File: src/rtl/eight_bit_alu_with_status_flags_defines.svh
// Assertion macros for the eight-bit ALU with status flags.
// No dependencies; taken in by the top level with `include.
`ifndef EIGHT_BIT_ALU_WITH_STATUS_FLAGS_DEFINES_SVH
`define EIGHT_BIT_ALU_WITH_STATUS_FLAGS_DEFINES_SVH

// Same-cycle implication, disabled while reset is held.
`define ALU8F_ASSERT_NOW(lbl, ck, rn, ante, cons, msg) \
  lbl: assert property (@(posedge ck) disable iff (!rn) (ante) |-> (cons)) else $error(msg);

// Next-cycle implication, disabled while reset is held.
`define ALU8F_ASSERT_NEXT(lbl, ck, rn, ante, cons, msg) \
  lbl: assert property (@(posedge ck) disable iff (!rn) (ante) |=> (cons)) else $error(msg);

`endif

File: src/rtl/alu8f_pkg.sv
// Shared types and constants for the eight-bit ALU with status flags.
// No dependencies; imported by alu8f_core and the top level.
package alu8f_pkg;

  localparam int FUNC_W  = 5;
  localparam int WORD_W  = 16;
  localparam int BYTE_W  = 8;
  localparam int FLAGS_W = 6;

  // Operation codes
  localparam logic [FUNC_W-1:0] FN_ADD  = 5'd0;
  localparam logic [FUNC_W-1:0] FN_ADC  = 5'd1;
  localparam logic [FUNC_W-1:0] FN_SUB  = 5'd2;
  localparam logic [FUNC_W-1:0] FN_SBC  = 5'd3;
  localparam logic [FUNC_W-1:0] FN_CP   = 5'd4;
  localparam logic [FUNC_W-1:0] FN_CPC  = 5'd5;
  localparam logic [FUNC_W-1:0] FN_AND  = 5'd6;
  localparam logic [FUNC_W-1:0] FN_OR   = 5'd7;
  localparam logic [FUNC_W-1:0] FN_EOR  = 5'd8;
  localparam logic [FUNC_W-1:0] FN_COM  = 5'd9;
  localparam logic [FUNC_W-1:0] FN_NEG  = 5'd10;
  localparam logic [FUNC_W-1:0] FN_INC  = 5'd11;
  localparam logic [FUNC_W-1:0] FN_DEC  = 5'd12;
  localparam logic [FUNC_W-1:0] FN_LSR  = 5'd13;
  localparam logic [FUNC_W-1:0] FN_ASR  = 5'd14;
  localparam logic [FUNC_W-1:0] FN_ROR  = 5'd15;
  localparam logic [FUNC_W-1:0] FN_ADIW = 5'd16;
  localparam logic [FUNC_W-1:0] FN_SBIW = 5'd17;
  localparam logic [FUNC_W-1:0] FN_LAC  = 5'd18;
  localparam logic [FUNC_W-1:0] FN_LAS  = 5'd19;
  localparam logic [FUNC_W-1:0] FN_LAT  = 5'd20;

  // Flag bit positions
  localparam int FLAG_C = 0;
  localparam int FLAG_Z = 1;
  localparam int FLAG_N = 2;
  localparam int FLAG_V = 3;
  localparam int FLAG_S = 4;
  localparam int FLAG_H = 5;

  localparam logic [BYTE_W-1:0] INC_OVF_VAL = 8'h80;
  localparam logic [BYTE_W-1:0] DEC_OVF_VAL = 8'h7F;

  typedef struct packed {
    logic [WORD_W-1:0]  result;
    logic               write_back;
    logic [FLAGS_W-1:0] flags;
  } alu8f_res_t;

endpackage

File: src/rtl/alu8f_core.sv
// Single-pass datapath of the eight-bit ALU: result value, write enable, new flags.
// Depends on alu8f_pkg.
module alu8f_core (
  input  logic [alu8f_pkg::FUNC_W-1:0]  func,
  input  logic [alu8f_pkg::WORD_W-1:0]  operand_a,
  input  logic [alu8f_pkg::BYTE_W-1:0]  operand_b,
  input  logic [alu8f_pkg::FLAGS_W-1:0] flags_in,
  output alu8f_pkg::alu8f_res_t         res
);
  import alu8f_pkg::*;

  logic [BYTE_W-1:0] d;
  logic              c_in;
  logic              add_cin;
  logic [BYTE_W:0]   add_sum;
  logic [BYTE_W-1:0] add_r;
  logic              add_h, add_v;
  logic [BYTE_W-1:0] sub_x, sub_y;
  logic              sub_cin, sub_chain;
  logic [BYTE_W:0]   sub_dif;
  logic [BYTE_W-1:0] sub_r;
  logic              sub_h, sub_v, sub_z;
  logic [WORD_W-1:0] word_k, word_sum, word_dif;
  logic [BYTE_W-1:0] byte_r;

  function automatic logic [FLAGS_W-1:0] pack_flags(input logic c, input logic z,
                                                    input logic n, input logic v,
                                                    input logic h);
    return {h, n ^ v, v, n, z, c};
  endfunction

  assign d    = operand_a[BYTE_W-1:0];
  assign c_in = flags_in[FLAG_C];

  // Byte adder
  assign add_cin = (func == FN_ADC) ? c_in : 1'b0;
  assign add_sum = {1'b0, d} + {1'b0, operand_b} + {{BYTE_W{1'b0}}, add_cin};
  assign add_r   = add_sum[BYTE_W-1:0];
  assign add_h   = (d[3] & operand_b[3]) | (operand_b[3] & ~add_r[3]) | (~add_r[3] & d[3]);
  assign add_v   = (d[7] & operand_b[7] & ~add_r[7]) | (~d[7] & ~operand_b[7] & add_r[7]);

  // Byte subtractor, shared by sub, sbc, cp, cpc and neg
  assign sub_x     = (func == FN_NEG) ? '0 : d;
  assign sub_y     = (func == FN_NEG) ? d : operand_b;
  assign sub_chain = (func == FN_SBC) || (func == FN_CPC);
  assign sub_cin   = sub_chain ? c_in : 1'b0;
  assign sub_dif   = {1'b0, sub_x} - {1'b0, sub_y} - {{BYTE_W{1'b0}}, sub_cin};
  assign sub_r     = sub_dif[BYTE_W-1:0];
  assign sub_h     = (~sub_x[3] & sub_y[3]) | (sub_y[3] & sub_r[3]) | (sub_r[3] & ~sub_x[3]);
  assign sub_v     = (sub_x[7] & ~sub_y[7] & ~sub_r[7]) | (~sub_x[7] & sub_y[7] & sub_r[7]);
  assign sub_z     = (sub_r == '0) & (~sub_chain | flags_in[FLAG_Z]);

  // Word add and subtract of a six-bit constant
  assign word_k   = {{(WORD_W-6){1'b0}}, operand_b[5:0]};
  assign word_sum = operand_a + word_k;
  assign word_dif = operand_a - word_k;

  always_comb begin
    byte_r         = '0;
    res.result     = '0;
    res.write_back = 1'b1;
    res.flags      = flags_in;
    case (func)
      FN_ADD, FN_ADC: begin
        res.result = {{BYTE_W{1'b0}}, add_r};
        res.flags  = pack_flags(add_sum[BYTE_W], add_r == '0, add_r[7], add_v, add_h);
      end
      FN_SUB, FN_SBC, FN_NEG: begin
        res.result = {{BYTE_W{1'b0}}, sub_r};
        res.flags  = pack_flags(sub_dif[BYTE_W], sub_z, sub_r[7], sub_v, sub_h);
      end
      FN_CP, FN_CPC: begin
        res.write_back = 1'b0;
        res.flags      = pack_flags(sub_dif[BYTE_W], sub_z, sub_r[7], sub_v, sub_h);
      end
      FN_AND, FN_OR, FN_EOR, FN_COM: begin
        case (func)
          FN_AND:  byte_r = d & operand_b;
          FN_OR:   byte_r = d | operand_b;
          FN_EOR:  byte_r = d ^ operand_b;
          default: byte_r = ~d;
        endcase
        res.result = {{BYTE_W{1'b0}}, byte_r};
        res.flags  = pack_flags((func == FN_COM) ? 1'b1 : c_in, byte_r == '0, byte_r[7],
                                1'b0, flags_in[FLAG_H]);
      end
      FN_INC: begin
        byte_r     = d + 8'd1;
        res.result = {{BYTE_W{1'b0}}, byte_r};
        res.flags  = pack_flags(c_in, byte_r == '0, byte_r[7], byte_r == INC_OVF_VAL,
                                flags_in[FLAG_H]);
      end
      FN_DEC: begin
        byte_r     = d - 8'd1;
        res.result = {{BYTE_W{1'b0}}, byte_r};
        res.flags  = pack_flags(c_in, byte_r == '0, byte_r[7], byte_r == DEC_OVF_VAL,
                                flags_in[FLAG_H]);
      end
      FN_LSR, FN_ASR, FN_ROR: begin
        case (func)
          FN_LSR:  byte_r = {1'b0, d[7:1]};
          FN_ASR:  byte_r = {d[7], d[7:1]};
          default: byte_r = {c_in, d[7:1]};
        endcase
        res.result = {{BYTE_W{1'b0}}, byte_r};
        res.flags  = pack_flags(d[0], byte_r == '0, byte_r[7], byte_r[7] ^ d[0],
                                flags_in[FLAG_H]);
      end
      FN_ADIW: begin
        res.result = word_sum;
        res.flags  = pack_flags(operand_a[15] & ~word_sum[15], word_sum == '0, word_sum[15],
                                ~operand_a[15] & word_sum[15], flags_in[FLAG_H]);
      end
      FN_SBIW: begin
        res.result = word_dif;
        res.flags  = pack_flags(~operand_a[15] & word_dif[15], word_dif == '0, word_dif[15],
                                operand_a[15] & ~word_dif[15], flags_in[FLAG_H]);
      end
      FN_LAC: res.result = {{BYTE_W{1'b0}}, operand_b & ~d};
      FN_LAS: res.result = {{BYTE_W{1'b0}}, operand_b | d};
      FN_LAT: res.result = {{BYTE_W{1'b0}}, operand_b ^ d};
      default: res.write_back = 1'b0;
    endcase
  end

endmodule

File: src/rtl/eight_bit_alu_with_status_flags.sv
// Eight-bit ALU with C, Z, N, V, S and H status flags.
// Registered path: input stage, then result stage beside the flag register.
// Throughput: one transfer per cycle while out_stall is low; the flag register updates with the result stage.
// Reset (rst_n low, synchronous): both stages emptied and all status flags cleared.
// Depends on alu8f_pkg, alu8f_core and eight_bit_alu_with_status_flags_defines.svh.
`include "eight_bit_alu_with_status_flags_defines.svh"

module eight_bit_alu_with_status_flags (
  input  logic                          clk,
  input  logic                          rst_n,
  input  logic                          in_valid,
  output logic                          in_stall,
  input  logic [alu8f_pkg::FUNC_W-1:0]  in_func,
  input  logic [alu8f_pkg::WORD_W-1:0]  in_operand_a,
  input  logic [alu8f_pkg::BYTE_W-1:0]  in_operand_b,
  output logic                          out_valid,
  input  logic                          out_stall,
  output logic [alu8f_pkg::WORD_W-1:0]  out_result,
  output logic                          out_write_back,
  output logic [alu8f_pkg::FLAGS_W-1:0] out_flags
);
  import alu8f_pkg::*;

  // Input stage
  logic              s1_valid_r, s1_valid_nxt;
  logic [FUNC_W-1:0] s1_func_r;
  logic [WORD_W-1:0] s1_a_r;
  logic [BYTE_W-1:0] s1_b_r;

  // Result stage and architectural flags
  logic               out_valid_r, out_valid_nxt;
  logic [WORD_W-1:0]  out_result_r;
  logic               out_wb_r;
  logic [FLAGS_W-1:0] flags_r;

  alu8f_res_t core_res;
  logic       adv;
  logic       s1_load;
  logic       s1_cmp;
  logic       s1_word;

  // Advance the held item into the result register when that register is empty
  // or its contents leave in this cycle. The flag register updates on the same
  // edge, so the next item always sees the flags left by its predecessor.
  assign adv      = s1_valid_r & (~out_valid_r | ~out_stall);
  assign in_stall = s1_valid_r & ~adv;
  assign s1_load  = ~in_stall;

  // Operation classes of the held item, used by the checks below
  assign s1_cmp  = (s1_func_r == FN_CP) || (s1_func_r == FN_CPC);
  assign s1_word = (s1_func_r == FN_ADIW) || (s1_func_r == FN_SBIW);

  alu8f_core u_core (
    .func      (s1_func_r),
    .operand_a (s1_a_r),
    .operand_b (s1_b_r),
    .flags_in  (flags_r),
    .res       (core_res)
  );

  always_comb begin
    // Take a new item whenever the input register is free or draining.
    s1_valid_nxt = s1_load ? in_valid : s1_valid_r;
    // Hold a stalled result; drop it once transferred with nothing behind it.
    if (adv) begin
      out_valid_nxt = 1'b1;
    end else if (out_stall) begin
      out_valid_nxt = out_valid_r;
    end else begin
      out_valid_nxt = 1'b0;
    end
  end

  always_ff @(posedge clk) begin
    if (!rst_n) begin
      s1_valid_r  <= 1'b0;
      out_valid_r <= 1'b0;
      flags_r     <= '0;
    end else begin
      s1_valid_r  <= s1_valid_nxt;
      out_valid_r <= out_valid_nxt;
      if (adv) begin
        flags_r <= core_res.flags;
      end
    end
  end

  // Payload registers: no reset needed.
  always_ff @(posedge clk) begin
    if (s1_load && in_valid) begin
      s1_func_r <= in_func;
      s1_a_r    <= in_operand_a;
      s1_b_r    <= in_operand_b;
    end
    if (adv) begin
      out_result_r <= core_res.result;
      out_wb_r     <= core_res.write_back;
    end
  end

  assign out_valid      = out_valid_r;
  assign out_result     = out_result_r;
  assign out_write_back = out_wb_r;
  assign out_flags      = flags_r;

  // The flag register moves only when an item passes into the result stage.
  `ALU8F_ASSERT_NEXT(a_flags_hold, clk, rst_n, !adv, $stable(flags_r), "flags moved while idle")
  // An advance always leaves a valid result behind.
  `ALU8F_ASSERT_NEXT(a_adv_valid, clk, rst_n, adv, out_valid, "advance without result")
  // Compares never write back.
  `ALU8F_ASSERT_NEXT(a_cmp_no_wb, clk, rst_n, adv && s1_cmp, !out_write_back, "compare stored")
  // Byte operations leave the high byte clear.
  `ALU8F_ASSERT_NEXT(a_byte_hi, clk, rst_n, adv && !s1_word, ~|out_result[15:8], "high byte set")

endmodule

File: config.mk
export PLATFORM = sky130hd
export DESIGN_NAME = eight_bit_alu_with_status_flags
export DESIGN_NICKNAME = d
export VERILOG_FILES = /design/src/rtl/alu8f_pkg.sv /design/src/rtl/alu8f_core.sv /design/src/rtl/eight_bit_alu_with_status_flags.sv
export VERILOG_INCLUDE_DIRS = /design/src /design/src/rtl
export SDC_FILE = /design/constraint.sdc
export NUM_CORES = 1
export LEC_CHECK = 0
export ABC_CLOCK_PERIOD_IN_PS = 4100
export BUFFER_PORTS_ARGS = -buffer_cell sky130_fd_sc_hd__buf_2
export CAP_MARGIN = 20
export CORE_MARGIN = 10
export CORE_UTILIZATION = 55
export DETAILED_ROUTE_END_ITERATION = 6
export PLACE_DENSITY = 0.78
export REMOVE_ABC_BUFFERS = 1
export SLEW_MARGIN = 30
export SYNTH_ARGS = -nofsm -noshare
export SYNTH_HDL_FRONTEND = slang
export SYNTH_SLANG_ARGS = --single-unit
export TNS_END_PERCENT = 30
File: constraint.sdc
create_clock -name clk -period 4.1 [get_ports clk]
set_input_delay 0.41 -clock clk [delete_from_list [all_inputs] [get_ports clk]]
set_output_delay 0.41 -clock clk [all_outputs]
set_load 0.02 [all_outputs]
==> impl_results.md, run 1 <==
* Hold Crit Class: in -> reg
* Hold Vio Cnt, Final at 0
* Synth warn at 0
* Drt wl/cell at 24.9 um
* Starting Density at 0.560
* Share of layout cells above drive strength 1 at 0.190
* Synth Cell Area at 0.00575 mm^2
* Worst hold start: in_operand_b[0]
* Post-route ant nets at 0
* Height of the die at 122 um
* Top delay family on crit path: simple AND/OR/NAND/NOR gates
* Tot GR Track Use at 0.299
* Die area at 0.0149 mm^2
* Sum of buffers and inverters on the critical path at 1
* Syn_area_per_cell at 8.36 um^2
* Fin area at 0.00664 mm^2
* Leakage at 2.76 nW
* Initial antenna violation count at 1
* Peak fanout along the critical path at 21
* Pins Over Slew Limit at 0
* Critical-path cell list: buf_6 > nor2_1 > nand2_2 > nor2_1 > fa_1 > a21o_1 > a21oi_4 > o21a_1 > o21bai_1 > a21o_1 > fa_2 > nor4b_2 > nand4b_1 > nor3b_2 > nor3_1 > and3_1 > a31oi_1
* DRC Markers at 0
* Flop-to-flop setup slack at 0.06 ns
* Worst setup EP type: register
* GPL Wtd Cong at 1.05
* Layout overhead on the synthesized area at 15.4%
* Post-route worst setup slack at 0.0579 ns
* Post-Place Cells at 898
* Top cells by area, synth: edfxtp_1 24%, ha_1 12%, xnor2_1 4.4%, nand2_1 4.1%, nor2_1 4.0%
* CTS Buf Count at 5
* # IOs at 58
* Power per Cell Area at 265 mW/mm^2
* Top_reg_cell synth: edfxtp_1
* Hold slack at 0.241 ns
* Arr. time, crit path at 4.31 ns
* H-tree levels at 2
* Later-pin clock latency in the skew report at 0.33 ns
* Diodes inserted at 0
* Yosys top cell area share at 0.240
* Clock slew at reported path FFs at 0.12 ns
* Synth area leader: edfxtp_1
* Synth Instances at 688
* Setup TNS Final at 0 ns
* Setup Buffers After CTS at 0
* Pin count of the biggest net entering global routing at 43
* Filler-free cell count of the finished design at 906
* CTS tree: yes
* # clock sinks at 54
* Root buf cell: clkbuf_8
* Setup WS pre-CTS at -0.205 ns
* Overall power at 1.76 mW
* Core area at 0.0103 mm^2
* Final net count at 865
* EDFF count, synth at 46
* Multi-input logic area at 0.00390 mm^2
* DR vias at 6,210
* Reg-to-reg critical path startpoint: s1_func_r[4]
* Crit share post-route at 0.986
* Worst vdd ir at 0.215 mV
* Met1 Wirelength at 9040 um
* Met2 wire length at 9710 um
* Reg area at 0.00154 mm^2
* # rows at 37
* Post-synth ARST share at 0
* F_max at 247 MHz
* Synth Register Bits at 54
* CP startpoint kind: register
* Critical setup path kind: reg -> reg
* Slew margin rel. at 0.396
* Clock skew at 0.0124 ns
* Seq/Total Area, Yosys at 0.268
* Status: finished, final reports clean
* R2R Path End: out_flags[1]
* Hold worst-path end: s1_b_r[0]
* Required @ worst endpoint at 4.36 ns
* Number of buffers added on ports at 57
* Slowest CP cell: fa_2
* Cell variety after synth at 81
* Met3 routed WL at 2710 um
* Max Buffers Root-to-Sink at 2
* Setup violators final at 0
* Top Metal Used: met4
* Number of global-route vias before repair at 5,916
* TritonRoute pass-1 iters at 6
* Hold Path Depth at 1
* Global-route wire length before repair at 34,600 um
* Max-cap viol count at 0
* Cells on worst reg2reg path at 17
* Final min period at 4.04 ns
* Width of the die at 122 um
* 1st-iter DRT viols at 919
* Fillers at 928
* Area of placed instances at 0.00647 mm^2
* Slew @ Worst Pin at 0.906 ns
* Core Util, Final at 0.646
* Total wire length at 22,600 um
* GRT Residual Overflow at 0
* Slowest stage delay, CP at 0.52 ns
* Vias per std cell at 6.85
* Post-DP HPWL at 17,700 um
-- cells in the final DEF (no fill, tap or decap), drive strengths merged, types with 5 or more instances in the layout --
cell     count
nand2       64
a21o         8
and3         8
nor4         7
buf        117
a2111oi      5
nand2b      10
a211oi      15
nor2        62
o211ai       7
nor2b        7
xnor2       29
inv         44
mux2i        6
a221oi      12
dfxtp        8
clkbuf       5
fa           8
nor3        17
a22oi        7
xor2        10
a21oi       37
ha          55
o21ai       43
a31oi        7
edfxtp      46
nand3       23
o22ai        8
nand4       11
-- synthesized netlist by cell type, types with 3 or more instances --
cell type / n
a2111oi_0: 4
a211o_1: 4
a211oi_1: 14
a21o_1: 8
a21oi_1: 37
a221oi_1: 12
a22o_1: 3
a22oi_1: 7
a2bb2oi_1: 3
a31oi_1: 7
a32o_1: 3
a32oi_1: 3
and3_1: 8
buf_1: 4
buf_2: 11
clkbuf_1: 26
dfxtp_1: 8
edfxtp_1: 46
fa_1: 8
ha_1: 55
inv_1: 42
mux2i_1: 6
nand2_1: 63
nand2b_1: 10
nand3_1: 23
nand3b_1: 4
nand4_1: 11
nand4b_1: 4
nor2_1: 61
nor2b_1: 7
nor3_1: 17
nor3b_1: 3
nor4_1: 7
o2111ai_1: 4
o211a_1: 3
o211ai_1: 7
o21ai_0: 36
o21ai_1: 7
o21bai_1: 4
o22ai_1: 8
o31ai_1: 4
xnor2_1: 29
xor2_1: 10
-- cell type report --
cell class / count / area share
timing repair buffer: 117 / 0.112
inverter: 44 / 0.0249
multi-input combinational: 547 / 0.588
clock inverter: 3 / 0.00735
sequential: 54 / 0.232
clock buffer: 5 / 0.0104
tap: 136 / 0.0256
-- registers in the layout, summed over array words and instances, names as in the netlist --
register,count
out_write_back,1
s1_func_r,5
out_flags,6
out_valid,1
s1_b_r,8
s1_valid_r,1
s1_a_r,16
out_result,16
-- layer usage --
metal | GRT usage | up-vias
met5 | 0 | -
met3 | 0.0666 | 91
met4 | 0.127 | 0
met1 | 0.399 | 2890
met2 | 0.457 | 519
li1 | - | 2710
-- worst max-delay path by stage --
stage	from	endpoint	slack (ns)	cells past startpoint
floorplan	s1_func_r[0]	out_result[7]	0.07	12
global placement	s1_func_r[1]	out_flags[1]	-0.25	17
detailed placement	s1_func_r[1]	out_flags[1]	-0.21	17
CTS	s1_func_r[1]	out_flags[1]	0.009	17
global route	s1_func_r[4]	out_flags[1]	-0.06	17
finish	s1_func_r[4]	out_flags[1]	0.06	17
-- cells by family (layout without fill, tap and decap cells) --
| group | count (synthesis) | after routing | synth area share |
|---|---|---|---|
| and+or+nand+nor | 240 | 240 | 0.210 |
| AOI/OAI and AO/OA | 199 | 199 | 0.242 |
| buffers and inverters | 87 | 169 | 0.0618 |
| adders and majority gates | 63 | 63 | 0.148 |
| DFF | 54 | 54 | 0.268 |
| xor gates and xnor gates | 39 | 39 | 0.0594 |
| muxes | 6 | 6 | 0.0104 |
-- report_power, final --
group	switching (mW)	internal, mW	leakage, nW
combinational	0.443	0.256	2.20
sequential	0.0269	0.634	0.505
clock	0.210	0.187	0.0563
total	0.680	1.08	2.76
-- what timing repair did --
action,4_1_cts,5_1_grt
setup endpoints to repair,2,5
hold buffers,0,0
pin swaps,0,1
resized for setup,2,10
Power figures use the tool's default switching activity.
==> run 2: changes to the inputs <==
--- a/config.mk
+++ b/config.mk
@@ -12,8 +12,10 @@
 export CORE_MARGIN = 10
 export CORE_UTILIZATION = 55
 export DETAILED_ROUTE_END_ITERATION = 6
+export MAX_ROUTING_LAYER = met4
 export PLACE_DENSITY = 0.78
 export REMOVE_ABC_BUFFERS = 1
+export SETUP_SLACK_MARGIN = 0.1
 export SLEW_MARGIN = 30
 export SYNTH_ARGS = -nofsm -noshare
 export SYNTH_HDL_FRONTEND = slang
==> run 2 against run 1 <==
  * Via count is 1.7% lower
  * Die area stayed put
  * Clock-buffer cell count is the same
  * Critical endpoint unchanged
==> impl_results.md, run 2 (synthesis results as in run 1) <==
* Status: finished, final reports clean (unchanged)
* Hold worst-path end: s1_b_r[2] (was s1_b_r[0])
* Slew margin rel. at 0.421 (was 0.396)
* # rows at 37 (unchanged)
* Share of layout cells above drive strength 1 at 0.183 (was 0.190)
* Post-route ant nets at 0 (unchanged)
* Seq pwr share at 0.383 (was 0.376)
* TritonRoute pass-1 iters at 6 (unchanged)
* Slew @ Worst Pin at 0.868 ns (was 0.906 ns)
* Worst setup EP type: register (unchanged)
* Global-route wire length before repair at 34,000 um (was 34,600 um)
* Pins Over Slew Limit at 0 (unchanged)
* Most frequent cells in the layout: 62 x nand2_1, 61 x nor2_1, 57 x buf_2 (was 61 x nand2_1, 61 x nor2_1, 58 x buf_4)
* Tot GR Track Use at 0.304 (was 0.299)
* Setup crit start: s1_func_r[2] (was s1_func_r[4])
* Vias per std cell at 6.78 (was 6.85)
* Power per Cell Area at 263 mW/mm^2 (was 265 mW/mm^2)
* Die area at 0.0149 mm^2 (unchanged)
* H-tree levels at 2 (unchanged)
* Initial antenna violation count at 0 (was 1)
* Final min period at 3.92 ns (was 4.04 ns)
* Total wire length at 22,000 um (was 22,600 um)
* Max-cap viol count at 0 (unchanged)
* Most common cell after layout, fill and taps aside: nand2_1
* CTS tree: yes (unchanged)
* NetSw at 0.663 mW (was 0.680 mW)
* Critical setup path kind: reg -> reg (unchanged)
* Max Buffers Root-to-Sink at 2 (unchanged)
* Root buf cell: clkbuf_8 (unchanged)
* Post-DP HPWL at 17,200 um (was 17,700 um)
* Gate power share at 0.392 (was 0.398)
* Int Power at 1.07 mW (was 1.08 mW)
* Diodes inserted at 0 (unchanged)
* Clock power frac at 0.224 (was 0.226)
* Later-pin clock latency in the skew report at 0.34 ns (was 0.33 ns)
* Layout overhead on the synthesized area at 14.8% (was 15.4%)
* CTS Buf Count at 5 (unchanged)
* 1st-iter DRT viols at 1,010 (was 919)
* Starting Density at 0.560 (unchanged)
* Setup violators final at 0 (unchanged)
* R2R Path End: out_flags[1] (unchanged)
* Number of buffers added on ports at 57 (unchanged)
* Worst vdd ir at 0.257 mV (was 0.215 mV)
* Hold Path Depth at 1 (unchanged)
* DR vias at 6,106 (was 6,210)
* Worst hold start: in_operand_b[2] (was in_operand_b[0])
* Cells on worst reg2reg path at 17 (unchanged)
* GRT Residual Overflow at 0 (unchanged)
* Final net count at 860 (was 865)
* GPL Wtd Cong at 1.09 (was 1.05)
* Width of the die at 122 um (unchanged)
* Arr. time, crit path at 4.19 ns (was 4.31 ns)
* # IOs at 58 (unchanged)
* Crit share post-route at 0.956 (was 0.986)
* Pin count of the biggest net entering global routing at 40 (was 43)
* Reg-to-reg critical path startpoint: s1_func_r[2] (was s1_func_r[4])
* F_max at 255 MHz (was 247 MHz)
* Leakage at 2.74 nW (was 2.76 nW)
* Clock slew at reported path FFs at 0.11 ns (was 0.12 ns)
* Required @ worst endpoint at 4.37 ns (was 4.36 ns)
* Number of global-route vias before repair at 5,723 (was 5,916)
* Hold Crit Class: in -> reg (unchanged)
* DRC Markers at 0 (unchanged)
* CP startpoint kind: register (unchanged)
* Sw frac at 0.382 (was 0.387)
* Drt wl/cell at 24.4 um (was 24.9 um)
* Flop-to-flop setup slack at 0.18 ns (was 0.06 ns)
* Core area at 0.0103 mm^2 (unchanged)
* Core Util, Final at 0.642 (was 0.646)
* Peak fanout along the critical path at 21 (unchanged)
* Height of the die at 122 um (unchanged)
* Hold slack at 0.233 ns (was 0.241 ns)
* Clock skew at 0.0119 ns (was 0.0124 ns)
* Hold Vio Cnt, Final at 0 (unchanged)
* Unrepaired setup endpoints after global routing: yes
* # clock sinks at 54 (unchanged)
-- run 2: layout make-up --
type / instances / area [um^2]
fillers: 911 / 3670
multi-input cells: 547 / 3900
well taps: 136 / 170
clock inverters: 3 / 47.5
repair buffers: 112 / 709
clock buffers: 5 / 68.8
flip-flops and latches: 54 / 1540
inverters: 44 / 165
-- run 2: per-stage QoR --
stage / setup WS, ns / power (mW) / area (um^2) / setup TNS, ns / cells
final: 0.180 / 1.73 / 6600 / 0 / 901
after global routing: 0.0671 / 1.81 / 6600 / 0 / 901
after CTS: 0.131 / 1.72 / 6550 / 0 / 898
after detailed placement: -0.219 / 1.32 / 6410 / -0.219 / 890
after global placement: -0.240 / 1.32 / 6410 / -0.240 / 890
after floorplan: 0.0721 / 1.08 / 5560 / 0 / 645
-- run 2: routing by layer --
layer | vias up | GRT usage | share of wire
met4 | 0 | 0.115 | 0.037
met2 | 469 | 0.447 | 0.44
met3 | 64 | 0.0611 | 0.12
li1 | 2693 | - | -
met1 | 2880 | 0.406 | 0.40
met5 | - | - | 0
-- run 2: critical path: stages, from the launching register on --
cell and delay (ns):
edfxtp_1 0.43, buf_6 0.22, nor2_4 0.06, nand2_2 0.14, nor2_1 0.09, fa_1 0.41
a21o_1 0.20, a21oi_4 0.23, o21a_1 0.18, o21bai_1 0.08, a21o_1 0.22, fa_2 0.51
nor4b_2 0.26, nand4b_1 0.19, nor3b_2 0.26, nor3_1 0.12, and3_1 0.16, a31oi_1 0.12
-- run 2: power by group through the flow --
stage	logic, mW	registers (mW)	clock network, mW
final	0.680	0.665	0.389
after global routing	0.729	0.667	0.412
after CTS	0.656	0.662	0.398
after detailed placement	0.648	0.675	0
after global placement	0.642	0.673	0
after floorplan	0.372	0.709	0
-- run 2: worst max-delay path by stage --
stage,to,cells after the start,slack [ns]
floorplan,out_result[7],12,0.07
global placement,out_flags[1],17,-0.24
detailed placement,out_flags[1],17,-0.22
CTS,out_flags[1],17,0.13
global route,out_flags[1],17,0.07
finish,out_flags[1],17,0.18
-- run 2: what timing repair did --
action	in CTS	in global routing
endpoints found under the hold margin	0	0
hold buffers	0	0
gates resized for setup	5	8
buffers inserted	0	3
pin swaps	0	1
endpoints found under the setup margin	2	4
==> run 3: changes to the inputs <==
--- a/config.mk
+++ b/config.mk
@@ -19,5 +19,6 @@
 export SLEW_MARGIN = 30
 export SYNTH_ARGS = -nofsm -noshare
 export SYNTH_HDL_FRONTEND = slang
+export SYNTH_HIERARCHICAL = 1
 export SYNTH_SLANG_ARGS = --single-unit
 export TNS_END_PERCENT = 30
==> run 3 against run 2 <==
  * The run now ends with DRC, setup timing left
  * Total power increased by 0.83%
  * Routed wire length rose by 2.5%
  * Die area increased by 1.4%
  * Largest cell class unchanged
  * Register-to-register slack lost 0.22 ns
==> impl_results.md, run 3 <==
* Slowest CP cell: or4_4 (was fa_2)
* Failing checks: DRC, setup timing
* Number of buffers added on ports at 57 (unchanged)
* CP startpoint kind: register (unchanged)
* Yosys top cell area share at 0.236 (was 0.240)
* Fin area at 0.00683 mm^2 (was 0.00660 mm^2)
* Leakage at 2.82 nW (was 2.74 nW)
* Reg-to-reg critical path startpoint: s1_a_r[5] (was s1_func_r[2])
* Later-pin clock latency in the skew report at 0.33 ns (was 0.34 ns)
* Syn_area_per_cell at 8.27 um^2 (was 8.36 um^2)
* Vias per std cell at 6.81 (was 6.78)
* Drt wl/cell at 24.3 um (was 24.4 um)
* DR vias at 6,337 (was 6,106)
* Layout overhead on the synthesized area at 16.9% (was 14.8%)
* Commonest cells post-synth: 73 x nand2_1, 60 x nor2_1, 55 x ha_1 (was 63 x nand2_1, 61 x nor2_1, 55 x ha_1)
* Status: finished with violations (was finished, final reports clean)
* Slew @ Worst Pin at 0.883 ns (was 0.868 ns)
* Crit share post-route at 1.01 (was 0.956)
* Setup WS pre-CTS at -0.193 ns (was -0.219 ns)
* H-tree levels at 2 (unchanged)
* Setup violators final at 1 (was 0)
* # clock sinks at 54 (unchanged)
* Reg area at 0.00154 mm^2 (unchanged)
* Arr. time, crit path at 4.39 ns (was 4.19 ns)
* Critical-path cell list: ha_2 > or3_4 > nor3_4 > a21oi_2 > or4_4 > or4_4 > ha_4 > or4_4 > nor4_2 > nand3_1 > nor4_2 > a41o_1 > o32a_1 > nand2_1 > mux2i_1 (was buf_6 > nor2_4 > nand2_2 > nor2_1 > fa_1 > a21o_1 > a21oi_4 > o21a_1 > o21bai_1 > a21o_1 > fa_2 > nor4b_2 > nand4b_1 > nor3b_2 > nor3_1 > and3_1 > a31oi_1)
* TritonRoute pass-1 iters at 7 (was 6)
* Core Util, Final at 0.662 (was 0.642)
* Height of the die at 123 um (was 122 um)
* Fillers at 886 (was 911)
* Slowest stage delay, CP at 0.52 ns (was 0.51 ns)
* GRT Residual Overflow at 0 (unchanged)
* Seq/Total Area, Yosys at 0.264 (was 0.268)
* EDFF count, synth at 46 (unchanged)
* Synth Cell Area at 0.00584 mm^2 (was 0.00575 mm^2)
* Top_reg_cell synth: edfxtp_1 (unchanged)
* Core area at 0.0103 mm^2 (about the same)
* Die area at 0.0151 mm^2 (was 0.0149 mm^2)
* Unrepaired setup endpoints after global routing: yes (unchanged)
* Synth Instances at 707 (was 688)
* Slew margin rel. at 0.409 (was 0.421)
* Most used cell, CP: or4_4 (was a21o_1)
* Global-route wire length before repair at 34,400 um (was 34,000 um)
* Tot GR Track Use at 0.303 (was 0.304)
* Synth area leader: edfxtp_1 (unchanged)
* Hold Crit Class: in -> reg (unchanged)
* Worst hold start: in_operand_a[4] (was in_operand_b[2])
* Starting Density at 0.566 (was 0.560)
* Post-route ant nets at 0 (unchanged)
* Worst setup EP type: register (unchanged)
* Critical setup path kind: reg -> reg (unchanged)
* Cell with the most instances after synthesis: nand2_1 (unchanged)
* F_max at 242 MHz (was 255 MHz)
* Clock slew at reported path FFs at 0.12 ns (was 0.11 ns)
* Power per Cell Area at 256 mW/mm^2 (was 263 mW/mm^2)
* Post-synth ARST share at 0 (unchanged)
* 1st-iter DRT viols at 1,060 (was 1,010)
* Post-CTS Hold Buffers at 0 (unchanged)
* Hold Path Depth at 1 (unchanged)
* Most frequent cells in the layout: 73 x nand2_1, 64 x buf_4, 60 x nor2_1 (was 62 x nand2_1, 61 x nor2_1, 57 x buf_2)
* Pins Over Slew Limit at 0 (unchanged)
* Flop-to-flop setup slack at -0.04 ns (was 0.18 ns)
* Hold worst-path end: s1_a_r[4] (was s1_b_r[2])
* Peak fanout along the critical path at 2 (was 21)
* Final min period at 4.14 ns (was 3.92 ns)
* # rows at 37 (unchanged)
* Diodes inserted at 0 (unchanged)
* Initial antenna violation count at 0 (unchanged)
* DRC Markers at 11 (was 0)
* Cells on worst reg2reg path at 15 (was 17)
* Max Buffers Root-to-Sink at 2 (unchanged)
* Max-cap viol count at 0 (unchanged)
* Cell variety after synth at 75 (was 81)
* Root buf cell: clkbuf_8 (unchanged)
* Most common cell after layout, fill and taps aside: nand2_1 (unchanged)
* Number of global-route vias before repair at 6,098 (was 5,723)
* Required @ worst endpoint at 4.35 ns (was 4.37 ns)
* Area of placed instances at 0.00661 mm^2 (was 0.00641 mm^2)
* Hold Vio Cnt, Final at 0 (unchanged)
* Share of layout cells above drive strength 1 at 0.215 (was 0.183)
* Clock skew at 0.0176 ns (was 0.0119 ns)
* Pin count of the biggest net entering global routing at 46 (was 40)
* Synth Register Bits at 54 (unchanged)
* CTS Buf Count at 5 (unchanged)
* CTS tree: yes (unchanged)
* Total wire length at 22,600 um (was 22,000 um)
* GPL Wtd Cong at 1.18 (was 1.09)
* Top cells by area, synth: edfxtp_1 24%, ha_1 12%, nand2_1 4.7%, xnor2_1 3.9%, a21oi_1 3.9% (was edfxtp_1 24%, ha_1 12%, xnor2_1 4.4%, nand2_1 4.1%, nor2_1 4.0%)
* Worst vdd ir at 0.171 mV (was 0.257 mV)
* Synth warn at 6 (was 0)
* Post-DP HPWL at 17,400 um (was 17,200 um)
* Multi-input logic area at 0.00404 mm^2 (was 0.00390 mm^2)
* R2R Path End: out_flags[1] (unchanged)
* Width of the die at 123 um (was 122 um)
* Post-route worst setup slack at -0.0383 ns (was 0.180 ns)
* # IOs at 58 (unchanged)
* Final net count at 888 (was 860)
==> run 3: cell types whose count changed after synthesis, moves of 5 or more <==
cell	change
nand2_1	+10
or4_1	+9
a21oi_1	+8
nand3_1	-8
a211oi_1	-7
a221o_1	+7
nor2b_1	+7
mux2i_1	+6
o21ai_1	-6
o21a_1	+5
or2_2	+5
==> run 3: stage by stage <==
step | TNS (ns) | power, mW | hold WS, ns | cells
after floorplan | -0.978 | 1.07 | 0.465 | 663
after global placement | -0.0921 | 1.33 | 0.459 | 922
after detailed placement | -0.193 | 1.34 | 0.470 | 922
after CTS | 0 | 1.72 | 0.237 | 930
after global routing | -0.140 | 1.82 | 0.237 | 930
final | -0.0383 | 1.75 | 0.243 | 930
==> run 3: timing repair <==
item,in CTS,in global routing
resized for setup,12,11
buffers inserted,0,0
endpoints found under the hold margin,0,0
pin swaps,0,1
setup endpoints to repair,1,6
==> run 3: logic make-up (layout without fill, tap and decap cells) <==
group                    count (synthesis)  after routing  share of synthesized area
XOR/XNOR                                39             39                     0.0584
AND/OR/NAND/NOR                        261            261                      0.229
multiplexers                            15             15                     0.0263
AO/OA/AOI/OAI                          187            187                      0.218
adder cells (fa/ha/maj)                 62             62                      0.142
flip-flops                              54             54                      0.264
buffers and inverters                   89            176                     0.0627
==> run 3: final cells by class <==
class / instances / share of cell area
clock buffer: 6 / 0.0137
clock inverter: 2 / 0.00256
inverter: 45 / 0.0247
multi-input combinational: 564 / 0.592
sequential: 54 / 0.226
tap: 136 / 0.0249
timing repair buffer: 123 / 0.117
==> run 3: worst max-delay path, delay by kind of cell, from the launching register on <==
| family | cells | cell delay [ns] |
|---|---|---|
| mux | 1 | 0.18 |
| flops | 1 | 0.44 |
| fa+ha+maj | 2 | 0.45 |
| simple gates | 9 | 2.53 |
| compound gates | 3 | 0.46 |
==> run 3: power breakdown <==
part | switching, mW | internal (mW) | total [mW]
registers | 0.0244 | 0.633 | 0.658
logic | 0.444 | 0.272 | 0.715
clock network | 0.214 | 0.162 | 0.376
==> run 3: worst max-delay path by stage <==
stage | cells after the start | slack, ns | to | from
2_1_floorplan | 16 | -0.38 | out_flags[1] | s1_a_r[1]
3_3_place_gp | 16 | -0.09 | out_flags[1] | s1_a_r[1]
3_5_place_dp | 17 | -0.19 | out_flags[1] | s1_b_r[1]
4_1_cts | 17 | 0.03 | out_flags[1] | s1_b_r[1]
5_1_grt | 15 | -0.14 | out_flags[1] | s1_a_r[5]
6_report | 15 | -0.04 | out_flags[1] | s1_a_r[5]
==> run 3: layer usage <==
metal  up-vias  track usage  routed length [um]
li1       2766            -                   -
met1      3002        0.379                8800
met3       120       0.0520                2460
met2       449        0.467               10100
met4         0        0.143                1220
met5         -            -                   0
